[src/hdl/ddr_pkg.sv]
package ddr_pkg;
    localparam int unsigned QBITS = 54;
    localparam int unsigned MBITS = 53;

    typedef struct packed {
        logic        bzero;
        logic        azero;
        logic        sign;
        logic [12:0] exp;
        logic [54:0] rem;
        logic [52:0] mb;
        logic [53:0] q;
    } div_stage_t;
endpackage

[src/hdl/ddr_step.sv]
// One restoring step: compare, subtract, shift, set one quotient bit.
module ddr_step (
    input  ddr_pkg::div_stage_t st_in,
    input  logic [5:0]          bitpos,
    output ddr_pkg::div_stage_t st_out
);
    logic        ge;
    logic [54:0] diff;

    always_comb
    begin
        ge   = (st_in.rem >= {2'b00, st_in.mb});
        diff = ge ? st_in.rem - {2'b00, st_in.mb} : st_in.rem;
        st_out     = st_in;
        st_out.rem = {diff[53:0], 1'b0};
        st_out.q   = st_in.q | (ge ? (54'd1 << bitpos) : 54'd0);
    end
endmodule

[config.mk]
export PLATFORM = sky130hd
export DESIGN_NAME = ddr_step
export DESIGN_NICKNAME = d
export VERILOG_FILES = /design/src/hdl/ddr_pkg.sv /design/src/hdl/ddr_step.sv
export SDC_FILE = /design/constraint.sdc
export NUM_CORES = 1
export LEC_CHECK = 0
export ABC_AREA = 1
export BUFFER_PORTS_ARGS = -buffer_cell sky130_fd_sc_hd__buf_4
export CORE_UTILIZATION = 25
export DETAILED_ROUTE_END_ITERATION = 8
export GPL_TIMING_DRIVEN = 0
export MAX_ROUTING_LAYER = met4
export SLEW_MARGIN = 20
export SYNTH_ARGS = -nofsm -noshare
export SYNTH_HDL_FRONTEND = slang
export SYNTH_SLANG_ARGS = --single-unit
[constraint.sdc]
create_clock -name vclk -period 3.72
set_input_delay 1.116 -clock vclk [all_inputs]
set_output_delay 1.116 -clock vclk [all_outputs]
set_load 0.005 [all_outputs]
# Word level (Yosys, flattened, before mapping)

Cells that the tools add are included.

Register bits: 0
Input port bits: 184
Word-level logic and storage cells: 6

$add $sub $neg: 1
$lt $le $gt $ge: 1
Shift operators: 1
Mux-type cells: 2
Bitwise logic cells: 1

Operator list:

| kind                                             | number |
|---|---|
| 2-to-1 mux 54 bit                                | 2 |
| greater-or-equal comparator 55 x 53 -> 1 bit     | 1 |
| bitwise OR 54 bit                                | 1 |
| left shift 1 x 6 -> 54 bit, first input constant | 1 |
| subtractor 54 x 53 -> 54 bit                     | 1 |

# Depth between registers and ports, before layout

Depth in word-level cells: 3
Mapped depth: 17
Mapped depth without buffers: 15

# Least setup slack after synthesis

Ideal clock, no wire load.

Kind: input -> output
Start: input st_in[56] in the netlist's numbering
End: output st_out[115] in the netlist's numbering
Arrival: 2.731 ns
Path slack: -0.127 ns
Stages: 17
Buffers on the path: 2
Cell sequence: inv_1 -> ha_1 -> nand2_1 -> nand2_1 -> inv_2 -> nand2_2 -> nand2_1 -> nand2_2 -> nand2_1 -> nand3_2 -> nand2_2 -> nand3_4 -> inv_2 -> buf_6 -> buf_6 -> nand2_1 -> o21ai_1

RTL lines:

| item        | RTL line      | text |
|---|---|---|
| from (decl) | ddr_step.sv:3 | `input ddr_pkg::div_stage_t st_in,` |
| to (decl)   | ddr_step.sv:5 | `output ddr_pkg::div_stage_t st_out` |

==> results.toml <==
[run_status]
outcome = "finished, violations left"
violations = "setup timing"

[logic_synthesis]
synth_common_cells = "nand2_1, inv_1, nor2_1"
ys_seq_area_frac = 0
yosys-top-cells-area = "nand2_1, inv_1, o21bai_4"
synth_most_common_cell = "nand2_1"
syn_avg_cell_area_sq_um = 5.159
synth_cell_types = 35
synth_area_sq_um = 7646
synthCells = 1482
syn_nets = 1720
yosysWarnings = 0
synth_top_area_share = 0.2901
yosys.area.top_type = "nand2_1"

[setup_path]
arrival_ns = 3.14
startpoint = "st_in[78]"
worstPathMaxFanout = 5
cp.required_ns = 2.60
worstSetupPathType = "input port to output pin"
endpoint_kind = "output pin"
crit_path_start_kind = "input port"

[floorplanning]
ios = 362
dieArea_sq_um = 31290
die_x_um = 176.9
start_util = 0.2559
core_area_sq_um = 29870
die_height_um = 176.9
rows = 63

[finish]
n_sequential_cell = 0
final_nets = 2153
fin_area_sq_um = 14030
area_growth_pct = 83.47
drive_above_1_share = 0.4935
clkbuf_count = 0
register_area_sq_um = 0

[global_routing]
grt_pass1_vias = 9270
antenna_found_initial = 1
grt_max_degree = 11
grt_pass1_wl_um = 51010
grt_overflow_total = 0
track_usage = 0.2163

[sta]
layout_setup_ws_ns = -0.5318
tightest_slew_ns = 0.7910
max_freq_ghz = 0.2352
final.min_clock_period_ns = 4.252
fin_crit_sh = 1.143
slew_viol_final = 0
max_slew_margin = 0.4678
hold_slack_ns = 2.397
setup_viol = 108
grt_setup_unrepaired = "yes"
hold_viol_final = 0

[power]
vdd_drop_max_uv = 95.55
power.leakage_nw = 7.512
power.density_nw_per_um2 = 160.6

[drt]
first_iter_violations = 406
wl_per_cell_um = 15.64
drt-pass1-iter-count = 4
vias = 10130
ant_nets = 0
drc = 0
wl_um = 36030
vias_per_cell = 4.395

[placed_design]
hpwl_um = 29920
numPortBuffers = 341
gp_congestion = 0.9339
place_area_sq_um = 11470

[min_path]
hold_path_class = "input port to output pin"
min_from = "st_in[165]"
min_to = "st_out[165]"
hold_depth = 2

[flow_run]
maxCapViolCount = 0
layer usage:
layer  share of wire  vias to the layer above  global-route usage  wire [um]
met4           0.020                        0             0.04813        716
met1            0.45                     4559              0.2788      16350
li1                -                     5257                   -          -
met3           0.034                       32            0.006658       1217
met5               0                        -                   -          0
met2            0.49                      279              0.3734      17750
report_power, final:
group	switching (mW)	internal, mW
Clock	0	0.0000000361
Combinational	1.12	1.13
Sequential	0	0
how the worst max path moves through the flow:
stage	slack (ns)	cells past startpoint	to
after floorplan	0.001	14	st_out[10]
final	-0.53	18	st_out[128]
after global routing	-0.61	18	st_out[128]
after detailed placement	-0.94	17	st_out[114]
after global placement	-0.94	17	st_out[114]
after CTS	-0.52	17	st_out[39]
critical path, cell delays in order:
cell	delay, ns
buf_8	0.08
inv_4	0.03
ha_4	0.32
nand2_4	0.08
nor2_4	0.16
inv_2	0.08
nor2_4	0.13
nand2_2	0.09
nor2_4	0.09
nand2_2	0.07
nand3_4	0.11
inv_6	0.06
buf_12	0.13
clkbuf_16	0.17
clkbuf_16	0.17
nand2_2	0.06
o21ai_2	0.05
buf_4	0.13
placed cells by master, fill, tap and decap left out, types with 16 or more instances in the layout:
cell type  netlist  layout
nor2_2          15      16
o21bai_4        40      42
nand2_2          7      98
ha_4             0      53
inv_1          322     263
buf_4           70     408
a21oi_1         29      22
nor2_4           2      32
o21ai_2          1      16
nand2_4          0      67
nor2_1          99      68
buf_6            6      77
nand2_1        591     432
xnor2_1         25      24
nand3_1         92      76
inv_2            7      53
cells by family (layout without fill, tap and decap cells):
family	Yosys count	after routing	synth area share
xor gates and xnor gates	29	29	0.03322
and+or+nand+nor	854	854	0.4615
AOI/OAI and AO/OA	117	117	0.1566
buffers and inverters	427	858	0.2589
other	1	2	0.0004904
adders and majority gates	54	54	0.08935
stage by stage:
| step | TNS, ns | setup slack [ns] | total power [mW] | util | std cells |
|---|---|---|---|---|---|
| 2_1_floorplan | 0 | 0.001185 | 1.010 | - | 1482 |
| 3_3_place_gp | -79.78 | -0.9386 | 1.774 | 0.3839 | 2213 |
| 6_report | -49.81 | -0.5318 | 2.253 | 0.4696 | 2304 |
| 3_5_place_dp | -79.81 | -0.9389 | 1.778 | 0.3839 | 2213 |
| 5_1_grt | -58.11 | -0.6064 | 2.434 | 0.4696 | 2304 |
| 4_1_cts | -47.74 | -0.5190 | 1.962 | 0.4162 | 2257 |
final cells by class:
cell class,instances,area (sq um)
Buffer,96,853.3
Multi-Input combinational cell,1055,7587
Fill cell,3162,15850
Antenna cell,1,2.502
Inverter,329,1270
Tap cell,390,488.0
Timing Repair Buffer,433,3827
repair_timing:
action	4_1_cts	5_1_grt
setup buffers	40	42
hold buffers	0	0
pin swaps	27	115
resized for setup	169	339
cloned	4	7
endpoints found under the setup margin	108	108
(Power assumes the default switching activity.)
