`src/hdl/ddr_pkg.sv`:
```
package ddr_pkg;
    localparam int unsigned QBITS = 54;
    localparam int unsigned MBITS = 53;

    typedef struct packed {
        logic        bzero;
        logic        azero;
        logic        sign;
        logic [12:0] exp;
        logic [54:0] rem;
        logic [52:0] mb;
        logic [53:0] q;
    } div_stage_t;
endpackage

```
`src/hdl/ddr_pre.sv`:
```
module ddr_pre (
    input  logic [63:0]        dividend,
    input  logic [63:0]        divisor,
    output ddr_pkg::div_stage_t st
);
    logic [52:0] ma;
    logic [52:0] mb;
    logic        lt;
    logic [12:0] e0;

    always_comb
    begin
        ma = {1'b1, dividend[51:0]};
        mb = {1'b1, divisor[51:0]};
        lt = (ma < mb);
        e0 = 13'({2'b00, dividend[62:52]}) - 13'({2'b00, divisor[62:52]}) + 13'd1022
             - (lt ? 13'd1 : 13'd0);
        st.bzero = (divisor[62:0] == 63'd0);
        st.azero = (dividend[62:0] == 63'd0);
        st.sign  = dividend[63] ^ divisor[63];
        st.exp   = e0;
        st.rem   = lt ? {1'b0, ma, 1'b0} : {2'b00, ma};
        st.mb    = mb;
        st.q     = '0;
    end
endmodule

```
`config.mk`:
```
export PLATFORM = sky130hd
export DESIGN_NAME = ddr_pre
export DESIGN_NICKNAME = d
export VERILOG_FILES = /design/src/hdl/ddr_pkg.sv /design/src/hdl/ddr_pre.sv
export SDC_FILE = /design/constraint.sdc
export NUM_CORES = 1
export LEC_CHECK = 0
export ABC_AREA = 1
export CAP_MARGIN = 5
export CORE_MARGIN = 8
export CORE_UTILIZATION = 35
export DETAILED_ROUTE_END_ITERATION = 8
export DONT_BUFFER_PORTS = 1
export PLACE_DENSITY = 0.56
export SLEW_MARGIN = 10
export SYNTH_ARGS = -nofsm -noshare
export SYNTH_HDL_FRONTEND = slang
export SYNTH_SLANG_ARGS = --single-unit
```
`constraint.sdc`:
```
create_clock -name vclk -period 4.05
set_input_delay 0.405 -clock vclk [all_inputs]
set_output_delay 0.405 -clock vclk [all_outputs]
set_load 0.02 [all_outputs]
```
Word level (Yosys, flattened, before mapping)
Cells that the tools add are included.
W data, S select, Z words.

storage, ports and cells
  flip-flop bits (word level) = 0
  output and inout bits = 178
  word-level logic and storage cells = 9

cells by class
  bitwise operators = 1
  reductions and logical operators = 2
  add/subtract/negate cells = 3
  $lt $le $gt $ge = 1
  mux-type cells = 2

operator list
  kind                      count
  $logic_not A63 Y1         2
  $mux W54                  1
  $lt A53 B53 Y1            1
  $add A12 B11 Y13 const B  1
  $sub A13 B1 Y13           1
  $sub A11 B11 Y12          1
  $mux W1                   1
  $xor A1 B1 Y1             1

Depth between registers and ports, before layout
  depth in word-level cells = 3
  gate-level depth with buffers = 25

Worst setup path after synthesis
Ideal clock, no wire load.

  kind = in2out
  start = input port divisor[48]
  end = output port st[171] (netlist bit)
  stages on the path = 20
  arrival time = 2.999 ns
  slack = 0.646 ns
  data required time = 3.645 ns
  cell sequence = inv_1 ha_1 nand2_1 o21bai_1 a21oi_1 nor2_1 nand2_1 nor2_2 nand2_4 inv_1 ha_1 inv_1 ha_1 inv_1 ha_1 nand3_1 nor2_1 nand3_2 nor2_2 xnor2_1

RTL lines
  item             RTL line      text
  start, declared  ddr_pre.sv:3  input logic [63:0] divisor,
  end, declared    ddr_pre.sv:4  output ddr_pkg::div_stage_t st

==> flow_metrics.env <==
export IMPL_gp_congestion=0.8718
export IMPL_num_clock_buffers=0
export IMPL_netlist_cell_type_count=31
export IMPL_clock_fmax_mhz=295.5
export IMPL_areaGrowthSynthToFinish_pct=-10.43
export IMPL_design_seq_count=0
export IMPL_power_static_leakage_nw=2.308
export IMPL_dieHeight_um=125.2
export IMPL_most_common_library_cell_in_the_layout_ignoring_fill_and_taps="nand2_1"
export IMPL_filler_cell_count=1401
export IMPL_synthTopCellsByArea="ha_1, buf_4, nand2_1"
export IMPL_finish_net_count=870
export IMPL_die_w_um=125.2
export IMPL_detail_route_antenna_nets=0
export IMPL_finalHoldViolations=0
export IMPL_pre_cts_slack_ps=573.1
export IMPL_cp_data_required_time_ps=3640
export IMPL_synth_warning_count=0
export IMPL_setup_repair_after_global_routing_missed_its_margin="false"
export IMPL_final_layout_size_suffix_gt1_share_pct=3.566
export IMPL_cp_arrival_ps=2980
export IMPL_synth_top_family_by_area="simple AND/OR/NAND/NOR gates"
export IMPL_max_slew_margin_pct=45.22
export IMPL_synth_area_um2=4175
export IMPL_drv_slew=0
export IMPL_worst_setup_path_type="in -> out"
export IMPL_first_iter_violations=190
export IMPL_synthMuxAreaShare_pct=0
export IMPL_route_final_wire_length_mm=13.75
export IMPL_max_cap_violations=0
export IMPL_finalCritPeriodShare_pct=83.56
export IMPL_core_um2=11810
export IMPL_grt_max_degree=52
export IMPL_yosysSeqAreaShare_pct=0
export IMPL_seqCellArea_um2=0
export IMPL_status="finished clean"
export IMPL_post_dp_hpwl_mm=12.10
export IMPL_grt_first_pass_wirelength_mm=21.66
export IMPL_final_setup_worst_slack_ps=665.9
export IMPL_vias_per_cell=4.966
export IMPL_yosysTopAreaCellShare_pct=19.78
export IMPL_crit_path_end_kind="primary output"
export IMPL_via_count_of_the_first_global_routing_pass=3915
export IMPL_dieArea_um2=15680
export IMPL_placed_cell_area_um2=3740
export IMPL_global_route_usage_over_all_layers_pct=16.33
export IMPL_fp_row_count=40
export IMPL_critical_path_max_stage_delay_ps=280
export IMPL_synthCells=730
export IMPL_cts_hold_repair_buffers=0
export IMPL_worst_hold_class="in -> out"
export IMPL_post_route_setup_tns_ps=0
export IMPL_cts_repair_resize_count=0
export IMPL_post_route_drc_count=0
export IMPL_final_cell_mix="nand2_1, inv_1, nand3_1"
export IMPL_power_ir_vdd_worst_mv=0.04662
export IMPL_critical_path_startpoint_type="input pin"
export IMPL_yosys_area_share_simple_pct=40.22
export IMPL_cts_post_setup_buffers_inserted=0
export IMPL_cpMaxStageDelayCell="ha_1"
export IMPL_initial_core_utilization_pct=35.35
export IMPL_num_antenna_cells=0
export IMPL_critical_path_cell_chain="inv_1 -> ha_1 -> nand2_1 -> o21bai_1 -> a21oi_1 -> nor2_1 -> nand2_1 -> nor2_4 -> nand2_4 -> inv_1 -> ha_1 -> inv_1 -> ha_1 -> inv_1 -> ha_1 -> nand3_1 -> nor2_1 -> nand3_2 -> nor2_2 -> xnor2_1 -> buf_4"
export IMPL_numPortBuffers=0
export IMPL_synth_adder_area_share_pct=20.26
export IMPL_power_density_nw_per_um2=170.9
export IMPL_xor_xnor_portion_of_the_synthesized_cell_area_pct=1.678
export IMPL_finalSetupViolations=0
export IMPL_antenna_found_initial=0
export IMPL_synth_compound_area_share_pct=5.724
export IMPL_worst_path_max_fanout=3
export IMPL_worst_slew_pin_transition_ps=819.9
export IMPL_average_routed_wire_per_standard_cell_um=16.76
export IMPL_boundaryPins=306
export IMPL_gr_total_overflow=0
export IMPL_routed_via_count=4072
export IMPL_dr_pass1_iters=6
export IMPL_fin_crit_ps=3384
export IMPL_final_cell_area_um2=3740
export IMPL_synth_avg_cell_area_um2=5.720
export IMPL_synth_area_leader_cell="ha_1"
## cell type report
cell class                      count  area [µm²]  area share (%)
Multi-Input combinational cell    550        3049           81.53
Tap cell                          147       183.9           4.918
Inverter                          111       416.7           11.14
Timing Repair Buffer               12       90.09           2.409
## routing by layer
metal | vias up | track usage [%] | routed length (µm)
li1 | 2081 | - | -
met1 | 1794 | 18.83 | 5716
met2 | 195 | 30.01 | 6578
met3 | 2 | 5.695 | 1430
met4 | 0 | 0 | 22
met5 | - | 0 | 0
## through the flow
stage	utilization (%)	total power [W]	hold WS, ps	cells
3_3_place_gp	31.66	0.0006409	810.2	820
3_5_place_dp	31.66	0.0006443	810.2	820
6_report	31.66	0.0006390	810.0	820
5_1_grt	31.66	0.0007178	810.0	820
4_1_cts	31.66	0.0006462	810.2	820
2_1_floorplan	-	0.0006526	922.6	784
## cell usage after synthesis
cell type / count
inv_1: 111
and2_2: 1
ha_1: 66
nand3b_1: 1
a21oi_1: 29
o21ai_1: 1
o21bai_1: 1
a21oi_2: 1
buf_4: 108
or2_1: 1
o21a_1: 4
nand3_2: 1
nor3_1: 2
fa_1: 1
xnor2_1: 4
nand4_1: 17
nand2_4: 1
nor3_2: 2
o21ai_0: 7
conb_1: 2
nor2_2: 4
nand2_2: 2
nor3b_1: 2
nand2_1: 215
buf_6: 5
buf_2: 10
nor2_1: 22
nor4_1: 30
a21o_1: 1
nand3_1: 74
xor2_1: 4
## worst max-delay path: cells and delay by family
kind                     cells  cell delay (ps)
adder cells (fa/ha/maj)      4              780
buffers and inverters        5              360
AO/OA/AOI/OAI                2              190
AND/OR/NAND/NOR              9             1110
XOR/XNOR                     1              130
## power by group
| part | leakage [nW] | total, W | internal (W) | switching (W) |
|---|---|---|---|---|
| clock | 0 | 0 | 0 | 0 |
| combinational | 2.31 | 0.000639 | 0.000183 | 0.000456 |
| sequential | 0 | 0 | 0 | 0 |
| total | 2.31 | 0.000639 | 0.000183 | 0.000456 |
## cells by family after synthesis
| logic type | count (synthesis) |
|---|---|
| AOI/OAI and AO/OA | 44 |
| buffers and inverters | 234 |
| and+or+nand+nor | 375 |
| xor gates and xnor gates | 8 |
| other | 2 |
| adders and majority gates | 67 |
## final timing paths
path	from	endpoint	slack [ps]	cells past startpoint
hold / removal	divisor[35]	st[89]	810	0
setup / recovery	divisor[48]	st[171]	670	21
Note: power is estimated with default switching activity, not from simulation.
